$ cat config.mk
export PLATFORM = sky130hd
export DESIGN_NAME = softmax_cross_entropy_gradient
export DESIGN_NICKNAME = d
export VERILOG_FILES = /design/src/rtl/sceg_pkg.sv /design/src/rtl/sceg_exp.sv /design/src/rtl/sceg_div.sv /design/src/rtl/sceg_loss.sv /design/src/rtl/softmax_cross_entropy_gradient.sv
export SDC_FILE = /design/constraint.sdc
export NUM_CORES = 2
export LEC_CHECK = 0
export BUFFER_PORTS_ARGS = -buffer_cell sky130_fd_sc_hd__buf_2
export CAP_MARGIN = 10
export CORE_MARGIN = 2
export CORE_UTILIZATION = 25
export CTS_CLUSTER_SIZE = 8
export DETAILED_ROUTE_END_ITERATION = 7
export PLACE_DENSITY = 0.36
export SETUP_SLACK_MARGIN = 0.4
export SYNTH_ARGS = -nofsm -noshare
export SYNTH_HDL_FRONTEND = slang
export SYNTH_SLANG_ARGS = --single-unit
$ cat constraint.sdc
create_clock -name aclk -period 8.4 [get_ports aclk]
set_input_delay 0.42 -clock aclk [delete_from_list [all_inputs] [get_ports aclk]]
set_output_delay 0.42 -clock aclk [all_outputs]
set_load 0.01 [all_outputs]
$ cat src/rtl/sceg_pkg.sv
// ----------------------------------------------------------------------------
// sceg_pkg
// Types, constants and tables for the softmax cross-entropy gradient block.
// ----------------------------------------------------------------------------
package sceg_pkg;

    localparam int MAX_CLASSES_DEF = 64;
    localparam logic [15:0] LOSS_INVALID = 16'd40960;
    localparam logic [15:0] LOSS_ZERO_P  = 16'd47157;
    localparam logic [31:0] LN2_Q32      = 32'd2977044472;

    typedef struct packed {
        logic signed [15:0] logit;
        logic signed [15:0] target_index;
        logic               last;
    } in_beat_t;

    typedef struct packed {
        logic signed [15:0] gradient;
        logic [5:0]         class_index;
        logic [15:0]        loss;
        logic               overflow;
        logic               last_result;
    } out_beat_t;

    function automatic logic [15:0] exp_tab(input logic [3:0] j);
        logic [15:0] v;
        case (j)
            4'd0:    v = 16'd65280;
            4'd1:    v = 16'd65026;
            4'd2:    v = 16'd64520;
            4'd3:    v = 16'd63520;
            4'd4:    v = 16'd61565;
            4'd5:    v = 16'd57835;
            4'd6:    v = 16'd51039;
            4'd7:    v = 16'd39750;
            4'd8:    v = 16'd24109;
            4'd9:    v = 16'd8869;
            4'd10:   v = 16'd1200;
            4'd11:   v = 16'd22;
            default: v = 16'd0;
        endcase
        return v;
    endfunction

endpackage

$ cat src/rtl/sceg_exp.sv
// ----------------------------------------------------------------------------
// sceg_exp
// Iterative exp(-x) in Q1.16, one bit of x per cycle.
// ----------------------------------------------------------------------------
module sceg_exp (
    input  logic        aclk,
    input  logic        aresetn,
    input  logic        start,
    input  logic [15:0] x,
    output logic        done,
    output logic [16:0] result
);
    import sceg_pkg::*;

    logic [16:0] e_reg, e_next;
    logic [11:0] x_reg, x_next;
    logic [3:0]  j_reg, j_next;
    logic        busy_reg, busy_next;
    logic        done_reg, done_next;
    logic [32:0] prod;

    assign prod = e_reg * exp_tab(j_reg) + 33'd32768;

    always_comb begin
        e_next = e_reg;
        x_next = x_reg;
        j_next = j_reg;
        busy_next = busy_reg;
        done_next = 1'b0;
        if (start) begin
            x_next = x[11:0];
            j_next = 4'd0;
            if (x >= 16'd4096) begin
                e_next = 17'd0;
                busy_next = 1'b0;
                done_next = 1'b1;
            end else begin
                e_next = 17'd65536;
                busy_next = 1'b1;
            end
        end else if (busy_reg) begin
            if (x_reg[0]) begin
                e_next = prod[32:16];
            end
            x_next = {1'b0, x_reg[11:1]};
            j_next = j_reg + 4'd1;
            if (j_reg == 4'd11) begin
                busy_next = 1'b0;
                done_next = 1'b1;
            end
        end
    end

    always_ff @(posedge aclk) begin
        e_reg <= e_next;
        x_reg <= x_next;
        j_reg <= j_next;
        if (!aresetn) begin
            busy_reg <= 1'b0;
            done_reg <= 1'b0;
        end else begin
            busy_reg <= busy_next;
            done_reg <= done_next;
        end
    end

    assign done = done_reg;
    assign result = e_reg;
endmodule

$ cat src/rtl/sceg_div.sv
// ----------------------------------------------------------------------------
// sceg_div
// Restoring divider: p = min(65535, (e*65536 + S/2) / S), one bit a cycle.
// ----------------------------------------------------------------------------
module sceg_div (
    input  logic        aclk,
    input  logic        aresetn,
    input  logic        start,
    input  logic [16:0] e,
    input  logic [22:0] s,
    output logic        done,
    output logic [15:0] p
);
    import sceg_pkg::*;

    logic [33:0] num_reg, num_next;
    logic [23:0] rem_reg, rem_next;
    logic [33:0] q_reg, q_next;
    logic [5:0]  cnt_reg, cnt_next;
    logic        busy_reg, busy_next;
    logic        done_reg, done_next;
    logic [23:0] trial;

    assign trial = {rem_reg[22:0], num_reg[33]};

    always_comb begin
        num_next = num_reg;
        rem_next = rem_reg;
        q_next = q_reg;
        cnt_next = cnt_reg;
        busy_next = busy_reg;
        done_next = 1'b0;
        if (start) begin
            num_next = {1'b0, e, 16'd0} + {12'd0, s[22:1]};
            rem_next = 24'd0;
            q_next = 34'd0;
            cnt_next = 6'd0;
            busy_next = 1'b1;
        end else if (busy_reg) begin
            num_next = {num_reg[32:0], 1'b0};
            if (trial >= {1'b0, s}) begin
                rem_next = trial - {1'b0, s};
                q_next = {q_reg[32:0], 1'b1};
            end else begin
                rem_next = trial;
                q_next = {q_reg[32:0], 1'b0};
            end
            cnt_next = cnt_reg + 6'd1;
            if (cnt_reg == 6'd33) begin
                busy_next = 1'b0;
                done_next = 1'b1;
            end
        end
    end

    always_ff @(posedge aclk) begin
        num_reg <= num_next;
        rem_reg <= rem_next;
        q_reg <= q_next;
        cnt_reg <= cnt_next;
        if (!aresetn) begin
            busy_reg <= 1'b0;
            done_reg <= 1'b0;
        end else begin
            busy_reg <= busy_next;
            done_reg <= done_next;
        end
    end

    assign done = done_reg;
    assign p = (q_reg > 34'd65535) ? 16'hFFFF : q_reg[15:0];
endmodule

$ cat src/rtl/sceg_loss.sv
// ----------------------------------------------------------------------------
// sceg_loss
// Negative log loss in Q5.11 by repeated squaring, one fraction bit a cycle.
// ----------------------------------------------------------------------------
module sceg_loss (
    input  logic        aclk,
    input  logic        aresetn,
    input  logic        start,
    input  logic [15:0] p,
    output logic        done,
    output logic [15:0] loss
);
    import sceg_pkg::*;

    localparam logic [2:0] ST_IDLE = 3'd0;
    localparam logic [2:0] ST_NORM = 3'd1;
    localparam logic [2:0] ST_SQR  = 3'd2;
    localparam logic [2:0] ST_MUL  = 3'd3;
    localparam logic [2:0] ST_RND  = 3'd4;

    logic [2:0]  st_reg, st_next;
    logic [16:0] m_reg, m_next;
    logic [3:0]  n_reg, n_next;
    logic [15:0] frac_reg, frac_next;
    logic [4:0]  i_reg, i_next;
    logic [20:0] l_reg, l_next;
    logic [15:0] loss_reg, loss_next;
    logic        done_reg, done_next;
    logic [33:0] sq;
    logic [18:0] sqs;
    logic [52:0] pp;
    logic [52:0] acc;

    assign sq  = m_reg * m_reg;
    assign sqs = sq[33:15];
    assign pp  = l_reg * LN2_Q32;
    assign acc = pp + (53'd1 << 36);

    always_comb begin
        st_next = st_reg;
        m_next = m_reg;
        n_next = n_reg;
        frac_next = frac_reg;
        i_next = i_reg;
        l_next = l_reg;
        loss_next = loss_reg;
        done_next = 1'b0;
        case (st_reg)
            ST_IDLE: begin
                if (start) begin
                    if (p == 16'd0) begin
                        loss_next = LOSS_ZERO_P;
                        done_next = 1'b1;
                    end else begin
                        m_next = {1'b0, p};
                        n_next = 4'd15;
                        frac_next = 16'd0;
                        i_next = 5'd0;
                        st_next = ST_NORM;
                    end
                end
            end
            ST_NORM: begin
                if (m_reg[15] || n_reg == 4'd0) begin
                    st_next = ST_SQR;
                end else begin
                    m_next = {m_reg[15:0], 1'b0};
                    n_next = n_reg - 4'd1;
                end
            end
            ST_SQR: begin
                if (sqs >= 19'd65536) begin
                    m_next = sqs[17:1];
                    frac_next = {frac_reg[14:0], 1'b1};
                end else begin
                    m_next = sqs[16:0];
                    frac_next = {frac_reg[14:0], 1'b0};
                end
                i_next = i_reg + 5'd1;
                if (i_reg == 5'd15) begin
                    st_next = ST_MUL;
                end
            end
            ST_MUL: begin
                l_next = {({1'b0, 4'd0} + 5'd16 - {1'b0, n_reg}), 16'd0} - {5'd0, frac_reg};
                st_next = ST_RND;
            end
            ST_RND: begin
                loss_next = acc[52:37];
                done_next = 1'b1;
                st_next = ST_IDLE;
            end
            default: begin
                st_next = ST_IDLE;
            end
        endcase
    end

    always_ff @(posedge aclk) begin
        m_reg <= m_next;
        n_reg <= n_next;
        frac_reg <= frac_next;
        i_reg <= i_next;
        l_reg <= l_next;
        loss_reg <= loss_next;
        if (!aresetn) begin
            st_reg <= ST_IDLE;
            done_reg <= 1'b0;
        end else begin
            st_reg <= st_next;
            done_reg <= done_next;
        end
    end

    assign done = done_reg;
    assign loss = loss_reg;
endmodule

$ cat src/rtl/softmax_cross_entropy_gradient.sv
// ----------------------------------------------------------------------------
// softmax_cross_entropy_gradient
// Softmax over a stored logit vector, gradient and cross-entropy loss out.
// ----------------------------------------------------------------------------
// Usage: logits enter on s_ (valid/ready) one beat per cycle while loading and
// are written to an internal memory with the running maximum tracked. The
// beat with last set carries the target class and starts the emit pass.
// Emit pass for n stored logits: pass one reads each logit, runs exp and sums
// into S; pass two recomputes each exp and divides it by S in the bit-serial
// divider. The target's probability then goes through the log unit, and
// results leave on m_ from a memory of probabilities, one class at a time,
// each read in ST_ORD and registered in ST_OUT. s_ready is low during that
// pass and rises once the final result sits in the output register.
// Reset clears the count, the maximum and the overflow flag; the memories
// need no clearing. A stalled m_ready holds the current result and the pass.
// ----------------------------------------------------------------------------
module softmax_cross_entropy_gradient #(
    parameter int MAX_CLASSES = sceg_pkg::MAX_CLASSES_DEF
) (
    input  logic                aclk,
    input  logic                aresetn,
    input  logic                s_valid,
    output logic                s_ready,
    input  sceg_pkg::in_beat_t  s_data,
    output logic                m_valid,
    input  logic                m_ready,
    output sceg_pkg::out_beat_t m_data
);
    import sceg_pkg::*;

    localparam int AW = (MAX_CLASSES > 1) ? $clog2(MAX_CLASSES) : 1;
    localparam int CW = $clog2(MAX_CLASSES + 1);

    localparam logic [3:0] ST_LOAD  = 4'd0;
    localparam logic [3:0] ST_RD1   = 4'd1;
    localparam logic [3:0] ST_EXP1  = 4'd2;
    localparam logic [3:0] ST_RD2   = 4'd3;
    localparam logic [3:0] ST_EXP2  = 4'd4;
    localparam logic [3:0] ST_DIV   = 4'd5;
    localparam logic [3:0] ST_LOSS  = 4'd6;
    localparam logic [3:0] ST_ORD   = 4'd7;
    localparam logic [3:0] ST_OUT   = 4'd8;
    localparam logic [3:0] ST_WAIT  = 4'd9;
    localparam logic [3:0] ST_RD1W  = 4'd10;
    localparam logic [3:0] ST_RD2W  = 4'd11;

    logic [15:0] logit_mem [MAX_CLASSES];
    logic [15:0] prob_mem  [MAX_CLASSES];
    logic [15:0] lrd_reg;
    logic [15:0] prd_reg;

    logic [3:0]        st_reg, st_next;
    logic [CW-1:0]     cnt_reg, cnt_next;
    logic signed [15:0] max_reg, max_next;
    logic              drop_reg, drop_next;
    logic signed [15:0] tgt_reg, tgt_next;
    logic              tvalid_reg, tvalid_next;
    logic [CW-1:0]     idx_reg, idx_next;
    logic [22:0]       sum_reg, sum_next;
    logic [15:0]       loss_reg, loss_next;
    logic              mv_reg, mv_next;
    out_beat_t         mdata_reg, mdata_next;

    logic        accept;
    logic        lwe;
    logic        pwe;
    logic [15:0] diff;
    logic        exp_start, exp_done;
    logic [16:0] exp_res;
    logic        div_start, div_done;
    logic [15:0] div_p;
    logic        loss_start, loss_done;
    logic [15:0] loss_res;
    logic [15:0] g;

    assign accept = s_valid && s_ready;
    assign s_ready = (st_reg == ST_LOAD);
    assign lwe = accept && (cnt_reg < CW'(MAX_CLASSES));
    assign diff = 16'(max_reg - $signed(lrd_reg));
    assign pwe = (st_reg == ST_DIV) && div_done;

    always_ff @(posedge aclk) begin
        if (lwe) begin
            logit_mem[cnt_reg[AW-1:0]] <= s_data.logit;
        end
        lrd_reg <= logit_mem[idx_reg[AW-1:0]];
    end

    always_ff @(posedge aclk) begin
        if (pwe) begin
            prob_mem[idx_reg[AW-1:0]] <= div_p;
        end
        prd_reg <= prob_mem[idx_reg[AW-1:0]];
    end

    sceg_exp u_exp (
        .aclk   (aclk),
        .aresetn(aresetn),
        .start  (exp_start),
        .x      (diff),
        .done   (exp_done),
        .result (exp_res)
    );

    sceg_div u_div (
        .aclk   (aclk),
        .aresetn(aresetn),
        .start  (div_start),
        .e      (exp_res),
        .s      (sum_reg),
        .done   (div_done),
        .p      (div_p)
    );

    sceg_loss u_loss (
        .aclk   (aclk),
        .aresetn(aresetn),
        .start  (loss_start),
        .p      (prd_reg),
        .done   (loss_done),
        .loss   (loss_res)
    );

    assign exp_start  = (st_reg == ST_RD1W) || (st_reg == ST_RD2W);
    assign div_start  = (st_reg == ST_EXP2) && exp_done;
    assign loss_start = (st_reg == ST_LOSS) && tvalid_reg;
    assign g = 16'((17'(prd_reg) + 17'd1) >> 1);

    always_comb begin
        st_next = st_reg;
        cnt_next = cnt_reg;
        max_next = max_reg;
        drop_next = drop_reg;
        tgt_next = tgt_reg;
        tvalid_next = tvalid_reg;
        idx_next = idx_reg;
        sum_next = sum_reg;
        loss_next = loss_reg;
        mv_next = mv_reg;
        mdata_next = mdata_reg;
        case (st_reg)
            ST_LOAD: begin
                if (accept) begin
                    if (lwe) begin
                        cnt_next = cnt_reg + CW'(1);
                        if (s_data.logit > max_reg) begin
                            max_next = s_data.logit;
                        end
                    end else begin
                        drop_next = 1'b1;
                    end
                    if (s_data.last) begin
                        tgt_next = s_data.target_index;
                        tvalid_next = (s_data.target_index >= 0) &&
                            (s_data.target_index < $signed(17'(cnt_next)));
                        idx_next = '0;
                        sum_next = '0;
                        st_next = ST_RD1;
                    end
                end
            end
            ST_RD1: begin
                st_next = ST_RD1W;
            end
            ST_RD1W: begin
                st_next = ST_EXP1;
            end
            ST_EXP1: begin
                if (exp_done) begin
                    sum_next = sum_reg + 23'(exp_res);
                    if (idx_reg + CW'(1) >= cnt_reg) begin
                        idx_next = '0;
                        st_next = ST_RD2;
                    end else begin
                        idx_next = idx_reg + CW'(1);
                        st_next = ST_RD1;
                    end
                end
            end
            ST_RD2: begin
                st_next = ST_RD2W;
            end
            ST_RD2W: begin
                st_next = ST_EXP2;
            end
            ST_EXP2: begin
                if (exp_done) begin
                    st_next = ST_DIV;
                end
            end
            ST_DIV: begin
                if (div_done) begin
                    if (idx_reg + CW'(1) >= cnt_reg) begin
                        idx_next = CW'(tgt_reg[AW-1:0]);
                        st_next = ST_WAIT;
                    end else begin
                        idx_next = idx_reg + CW'(1);
                        st_next = ST_RD2;
                    end
                end
            end
            ST_WAIT: begin
                st_next = ST_LOSS;
            end
            ST_LOSS: begin
                if (!tvalid_reg) begin
                    loss_next = LOSS_INVALID;
                    idx_next = '0;
                    st_next = ST_ORD;
                end else if (loss_done) begin
                    loss_next = loss_res;
                    idx_next = '0;
                    st_next = ST_ORD;
                end
            end
            ST_ORD: begin
                st_next = ST_OUT;
            end
            ST_OUT: begin
                if (!mv_reg || m_ready) begin
                    mv_next = 1'b1;
                    if (tvalid_reg && (idx_reg == CW'(tgt_reg[AW:0]))) begin
                        mdata_next.gradient = $signed(g - 16'd32768);
                    end else if (g > 16'd32767) begin
                        mdata_next.gradient = 16'sd32767;
                    end else begin
                        mdata_next.gradient = $signed(g);
                    end
                    mdata_next.class_index = 6'(idx_reg);
                    mdata_next.loss = loss_reg;
                    mdata_next.overflow = drop_reg;
                    mdata_next.last_result = (idx_reg + CW'(1) >= cnt_reg);
                    if (idx_reg + CW'(1) >= cnt_reg) begin
                        cnt_next = '0;
                        max_next = -16'sd32768;
                        drop_next = 1'b0;
                        st_next = ST_LOAD;
                    end else begin
                        idx_next = idx_reg + CW'(1);
                        st_next = ST_ORD;
                    end
                end
            end
            default: begin
                st_next = ST_LOAD;
            end
        endcase
        if (mv_reg && m_ready && !(st_reg == ST_OUT)) begin
            mv_next = 1'b0;
        end
    end

    always_ff @(posedge aclk) begin
        tgt_reg <= tgt_next;
        idx_reg <= idx_next;
        sum_reg <= sum_next;
        loss_reg <= loss_next;
        mdata_reg <= mdata_next;
        if (!aresetn) begin
            st_reg <= ST_LOAD;
            cnt_reg <= '0;
            max_reg <= -16'sd32768;
            drop_reg <= 1'b0;
            tvalid_reg <= 1'b0;
            mv_reg <= 1'b0;
        end else begin
            st_reg <= st_next;
            cnt_reg <= cnt_next;
            max_reg <= max_next;
            drop_reg <= drop_next;
            tvalid_reg <= tvalid_next;
            mv_reg <= mv_next;
        end
    end

    assign m_valid = mv_reg;
    assign m_data = mdata_reg;
endmodule

# [Word-level counts from Yosys, hierarchy flattened]
# Memories as Yosys holds them, arrays and structs flattened. A register that Yosys moved wholly into a read port is not among the register bits.
# Cells that the tools add are included.
# W data, S select, Z words.
[totals] regBits=340 latch_bits=0 mem_bits_rw=2048 rom_bits=256 output_inout_bits=42 wordCells=255 memories=3
[mem_list] memory="logit_mem" depth=64 width=16 rd=1 rd_clocked_by_memory_dff=1 wr=1 line="softmax_cross_entropy_gradient.sv:47" text="logic [15:0] logit_mem [MAX_CLASSES];"
[mem_list] memory="prob_mem" depth=64 width=16 rd=1 rd_clocked_by_memory_dff=1 wr=1 line="softmax_cross_entropy_gradient.sv:48" text="logic [15:0] prob_mem [MAX_CLASSES];"
[mem_list] memory="(name not given)" depth=16 width=16 rd=1 rd_clocked_by_memory_dff=1 wr=0 line="sceg_pkg.sv:28" text="case (j)"
[classes] n_addsub=16 multipliers=3 div=0 magnitude_cmp=10 n_eq_ne=38 shift=0 mux=104 bitwise=2 reduce_logical=45
[op_table] operator="$mux W16" n=13
[op_table] operator="$mux W17" n=8
[op_table] operator="$mux W7" n=16
[op_table] operator="$pmux W16 S2" n=3
[op_table] operator="$mux W23" n=4
[op_table] operator="$mux W34" n=2
[op_table] operator="$mux W4" n=14
[op_table] operator="$add A53 B37 Y53 const B" n=1
[op_table] operator="$pmux W17 S3" n=1
[op_table] operator="$mul A21 B29 Y50 const B" n=1
[op_table] operator="$pmux W4 S12" n=1
[op_table] operator="$pmux W23 S2" n=1
[op_table] operator="$pmux W7 S5" n=1
[op_table] operator="$add A33 B22 Y34" n=1
[op_table] operator="$gt A34 B16 Y1 const B" n=1
[op_table] operator="$mul A17 B17 Y34" n=1
[op_table] operator="$add A33 B16 Y33 const B" n=1
[op_table] operator="$mul A17 B16 Y33" n=1
[op_table] operator="$ge A24 B23 Y1" n=1
[op_table] operator="$mux W1" n=24
[op_table] operator="$mux W12" n=2
[op_table] operator="$add A23 B17 Y23" n=1
[op_table] operator="$sub A23 B23 Y23" n=1
[op_table] operator="$ne A2 B1 Y1 const B" n=11
[op_table] operator="other kinds (57)" n=107

# [Logic depth before layout (Yosys ltp)]
[depth] ltp_word=8 mapped_depth=30 depth_no_buf=29

# [Cells and area by module]
# Synthesis repeated with hierarchy kept, for this count alone.
[hier_totals] hier_cells=9124 hier_area_um2=125638.0
[modules_own_cells] mod="softmax_cross_entropy_gradient" instances=1 cells_each=4973 area_per_inst_um2=86474.2
[modules_own_cells] mod="sceg_loss" instances=1 cells_each=2326 area_per_inst_um2=22277.6
[modules_own_cells] mod="sceg_exp" instances=1 cells_each=1214 area_per_inst_um2=11101.9
[modules_own_cells] mod="sceg_div" instances=1 cells_each=611 area_per_inst_um2=5784.3

# [Worst setup path before layout]
# Ideal clock, no wire load.
[synth_path] kind="register to register" startpoint="register u_loss.l_reg[18]" endpoint="register u_loss.loss_reg[15], in the netlist u_loss.loss[15] (data pin)" setup_ps=261 t_arrival_ps=6992 required_time_ps=8139 path_slack_ps=1147 path_stages_with_launch=29 path_cell_list="edfxtp_1 -> inv_1 -> fa_1 -> inv_1 -> fa_1 -> fa_1 -> inv_1 -> fa_1 -> inv_1 -> fa_1 -> inv_1 -> fa_1 -> fa_1 -> inv_1 -> ha_1 -> a21oi_1 -> o21ai_0 -> a221oi_1 -> o21ai_0 -> or2_2 -> a31oi_1 -> xnor2_1 -> ha_1 -> and3_1 -> clkbuf_1 -> and4_1 -> nand4_1 -> nor4_1 -> nor2_1"
[synth_between] elab_chain_len=3
[synth_rtl] item="from (decl)" line="sceg_loss.sv:26" text="logic [20:0] l_reg, l_next;"
[synth_rtl] item="from (signal assigned)" line="sceg_loss.sv:104" text="l_reg <= l_next;"
[synth_rtl] item="$mul A21 B29 Y50" line="sceg_loss.sv:36" text="assign pp = l_reg * LN2_Q32;"
[synth_rtl] item="$add A53 B37 Y53" line="sceg_loss.sv:37" text="assign acc = pp + (53'd1 << 36);"
[synth_rtl] item="$pmux W16 S2" line="sceg_loss.sv:48" text="case (st_reg)"
[synth_rtl] item="to (signal assigned)" line="sceg_loss.sv:105" text="loss_reg <= loss_next;"
[synth_rtl] item="to (decl)" line="sceg_loss.sv:27" text="logic [15:0] loss_reg, loss_next;"
# No other way between the ends.
# A chain may end at the register's enable or synchronous reset.

# [Worst setup path in the final report]
[layout_path] startpoint="register u_loss.m_reg[5]" endpoint="register u_loss.m_reg[7] (data pin)"
[layout_between] elab_chain_len=4
[layout_rtl] item="from (decl)" line="sceg_loss.sv:22" text="logic [16:0] m_reg, m_next;"
[layout_rtl] item="from (signal assigned)" line="sceg_loss.sv:100" text="m_reg <= m_next;"
[layout_rtl] item="$mul A17 B17 Y34 (*)" line="sceg_loss.sv:34" text="assign sq = m_reg * m_reg;"
[layout_rtl] item="$ge A19 B17 Y1" line="sceg_loss.sv:72" text="if (sqs >= 19'd65536) begin"
[layout_rtl] item="$mux W17 (*)" line="sceg_loss.sv:72"
[layout_rtl] item="$pmux W17 S3 (*)" line="sceg_loss.sv:48"
[layout_rtl] item="via u_loss.m_next[7]" line="sceg_loss.sv:22"
# Mark *: on every way through the listed nets, which the timed path passes. The rest lies on a longest branch.

==> summary.md <==
| Metric | Value |
|---|---|
| Most repeated library cell on the critical path | `fa_1` |
| Clock transition at path regs | `0.05 ns` |
| First-pass GRT wire length | `580 mm` |
| Post-Synth Simple-Gate Area | `6.26%` |
| # IOs | `79` |
| Synth cell count leaders | `edfxtp_1 (2283), inv_1 (970), a22oi_1 (629)` |
| Synth warn | `0` |
| Fill count | `47787` |
| Std cell rows | `253` |
| Max-slew headroom | `13.7%` |
| Drt initial violations | `5103` |
| Synth area leader | `edfxtp_1` |
| Number of global-route vias before repair | `76371` |
| Drt total wl | `406 mm` |
| Met2 Routed Length | `195 mm` |
| Final Max Slew Viols | `0` |
| Ys async rst share | `0%` |
| Clock buffer count from CTS | `349` |
| Pin count of the biggest net entering global routing | `81` |
| RSZ-0062 raised after global routing | `true` |
| Final setup violation count | `0` |
| Ys flop type | `edfxtp_1` |
| DP Cell Count | `15021` |
| Die area | `483000 sq um` |
| Max Freq | `130 MHz` |
| Total nets after synthesis | `9868` |
| Hold Fails Final Rpt | `0` |
| Max-capacitance violation count | `0` |
| Clock sinks | `2436` |
| CTS tree | `built` |
| Clk_lat worst skew | `0.94 ns` |
| Power Total | `32.6 mW` |
| Yosys top cell area share | `57.4%` |
| Total gr overflow | `0` |
| Max clock buf depth | `4` |
| Post-Layout Cell Count | `15557` |
| Share of cells above drive strength 1 | `11.5%` |
| Post-Syn Area | `119000 sq um` |
| DP Area | `129000 sq um` |
| Fin crit period | `7.67 ns` |
| Top sig layer | `met5` |
| Worst Setup End Kind | `flop` |
| Adder-Cell Fraction of Synth Area | `16.2%` |
| HPWL Detailed | `259 mm` |
| Buf+Inv Stages, Crit Path | `5` |
| GRT Total Usage | `16.5%` |
| Core footprint | `475000 sq um` |
| Routability cong. | `0.807` |
| Post-layout util | `29.4%` |
| Status | `complete, no violations` |
| Pwr Density | `233 nW/um^2` |
| Starting Density | `25.1%` |
| Area Growth Syn to Fin | `17.1%` |
| Htree depth | `5` |
| Drt drc | `0` |
| Number of distinct library cells after synthesis | `80` |
| Hold/Removal Path Class | `in2reg` |
| Worst Tran Pin Value | `1.28 ns` |
| Drt via density | `4.71` |
| Synthesized-area fraction occupied by xor and xnor cells | `1.33%` |
| Top cell family by delay on the critical path | `adder cells` |
| Routed len/inst | `26.1 um` |
| CP Launch Type | `flop` |
| Die Ht | `695 um` |
| Cell breakdown of the critical path | `buf_4, nand2_1, fa_1, inv_1, fa_1, inv_1, fa_1, inv_1, fa_1, fa_1, fa_1, ha_1, a21o_1, a21o_1, a41oi_4, a21oi_2, o41ai_4, o211a_1, or2_1, buf_4, mux2i_1, a221o_1` |
| Initial antenna violation count | `23` |
| Setup TNS | `0 ns` |
| Synth area leaders | `edfxtp_1 (57%), fa_1 (10%), ha_1 (6.0%)` |
| Detail Route Antenna Nets | `0` |
| Post-Syn Instances | `8647` |
| Multi-input gate area | `43100 sq um` |
| Crit-path max cell delay | `0.90 ns` |
| Nets | `10263` |
| Clock Skews | `0.0748 ns` |
| Compound-Gate Fraction of Synth Area | `11.2%` |
| Sequential area share after synthesis | `60.0%` |
| Vias | `73223` |
| Leakage power figure | `52.6 nW` |
| Fin area | `140000 sq um` |
| DR WL met3 | `15.1 mm` |
| Combinational family with the most area after synthesis | `adder cells` |
| Maximum vdd drop | `169 uV` |
| # port buffers | `78` |
| Root buf cell | `clkbuf_16` |
| Fin crit share | `91.3%` |
| Arrival time worst endpoint | `8.31 ns` |
| M1 wire length | `189 mm` |
| Reg area | `71600 sq um` |
| Mux cell area share after synthesis | `0.589%` |
| Register bit total from synthesis | `2436` |
| TritonRoute pass-1 iters | `8` |
| Worst-path fanout max | `15` |
| Most common cell in the netlist | `edfxtp_1` |
| Number of synthesized flops with an enable pin | `2283` |
| Slowest cell on crit path | `edfxtp_1` |
| Worst path required time | `9.04 ns` |
| Synth Area per Inst | `13.8 sq um` |
| DIE WIDTH | `695 um` |
| Setup CP Type | `reg2reg` |
metal layers:
| layer | track usage (%) | vias to the layer above |
|---|---|---|
| li1 | - | 32692 |
| met1 | 23.1 | 38712 |
| met2 | 27.8 | 1439 |
| met3 | 1.87 | 374 |
| met4 | 2.83 | 6 |
| met5 | 0 | - |
cell usage in the layout, fill, tap and decap left out, types with 17 or more instances in the layout:
cell type	n
a211oi_1	32
a21boi_0	30
a21o_1	46
a21oi_1	185
a221oi_1	205
a22o_1	205
a22oi_1	629
a31oi_1	210
and2_1	193
and3_1	38
buf_12	17
buf_2	78
buf_4	351
clkbuf_1	94
clkbuf_16	361
dfxtp_1	152
dlygate4sd3_1	19
edfxtp_1	2283
fa_1	604
ha_1	575
inv_1	967
mux2i_1	68
nand2_1	483
nand2b_1	30
nand2b_2	18
nand3_1	96
nand4_1	91
nor2_1	239
nor2_2	108
nor2b_1	30
nor3_1	51
nor4_1	44
o211ai_1	27
o21a_1	25
o21ai_0	152
xnor2_1	104
xor2_1	76
worst reg2reg max path, cell delays in order, from the launching register on:
cell and delay [ns]:
edfxtp_1 0.90, buf_4 0.31, nand2_1 0.08, fa_1 0.60, inv_1 0.09, fa_1 0.51, inv_1 0.06, fa_1 0.53
inv_1 0.05, fa_1 0.38, fa_1 0.56, fa_1 0.43, ha_1 0.39, a21o_1 0.20, a21o_1 0.21, a41oi_4 0.33
a21oi_2 0.17, o41ai_4 0.44, o211a_1 0.34, or2_1 0.20, buf_4 0.27, mux2i_1 0.12, a221o_1 0.27
power breakdown:
| part | internal (mW) | total, mW | switching [mW] |
|---|---|---|---|
| registers | 13.4 | 13.6 | 0.208 |
| clock network | 7.83 | 13.1 | 5.29 |
| logic | 1.59 | 5.83 | 4.24 |
| total | 22.9 | 32.6 | 9.74 |
area by class of cell:
cell class	count	share of cell area [%]
antenna	4	0.00716
tap	6375	5.71
timing repair buffer	465	2.54
sequential	2436	51.2
clock buffer	461	6.77
clock inverter	26	0.290
inverter	974	2.62
multi-input combinational	4816	30.8
worst paths after layout:
kind	startpoint	to	slack, ns	cells after the start
setup / recovery	u_loss.m_reg[5]	u_loss.m_reg[7]	0.73	22
hold / removal	s_data[32]	logit_mem[46][15]	0.08	2
setup reg to reg	u_loss.m_reg[5]	u_loss.m_reg[7]	0.73	22
hold reg to reg	loss_reg[12]	m_data[14]	0.41	0
cell families after synthesis:
group                    after synthesis
AO/OA/AOI/OAI                       1842
adder cells (fa/ha/maj)             1184
multiplexers                          70
XOR/XNOR                             181
AND/OR/NAND/NOR                     1539
buffers and inverters               1395
flip-flops                          2436
per-stage QoR:
stage / setup slack [ns] / hold slack [ns]
after floorplan: 1.15 / 0.400
after global placement: 0.455 / 0.405
after detailed placement: 0.499 / 0.408
after CTS: 0.414 / 0.00694
after global routing: 0.371 / 0.0570
final: 0.732 / 0.0819
what timing repair did:
action	4_1_cts	5_1_grt
endpoints found under the setup margin	0	15
hold buffers	19	0
buffers inserted	0	26
gates resized for setup	0	14
endpoints found under the hold margin	67	0
Note: power is estimated with default switching activity, not from simulation.
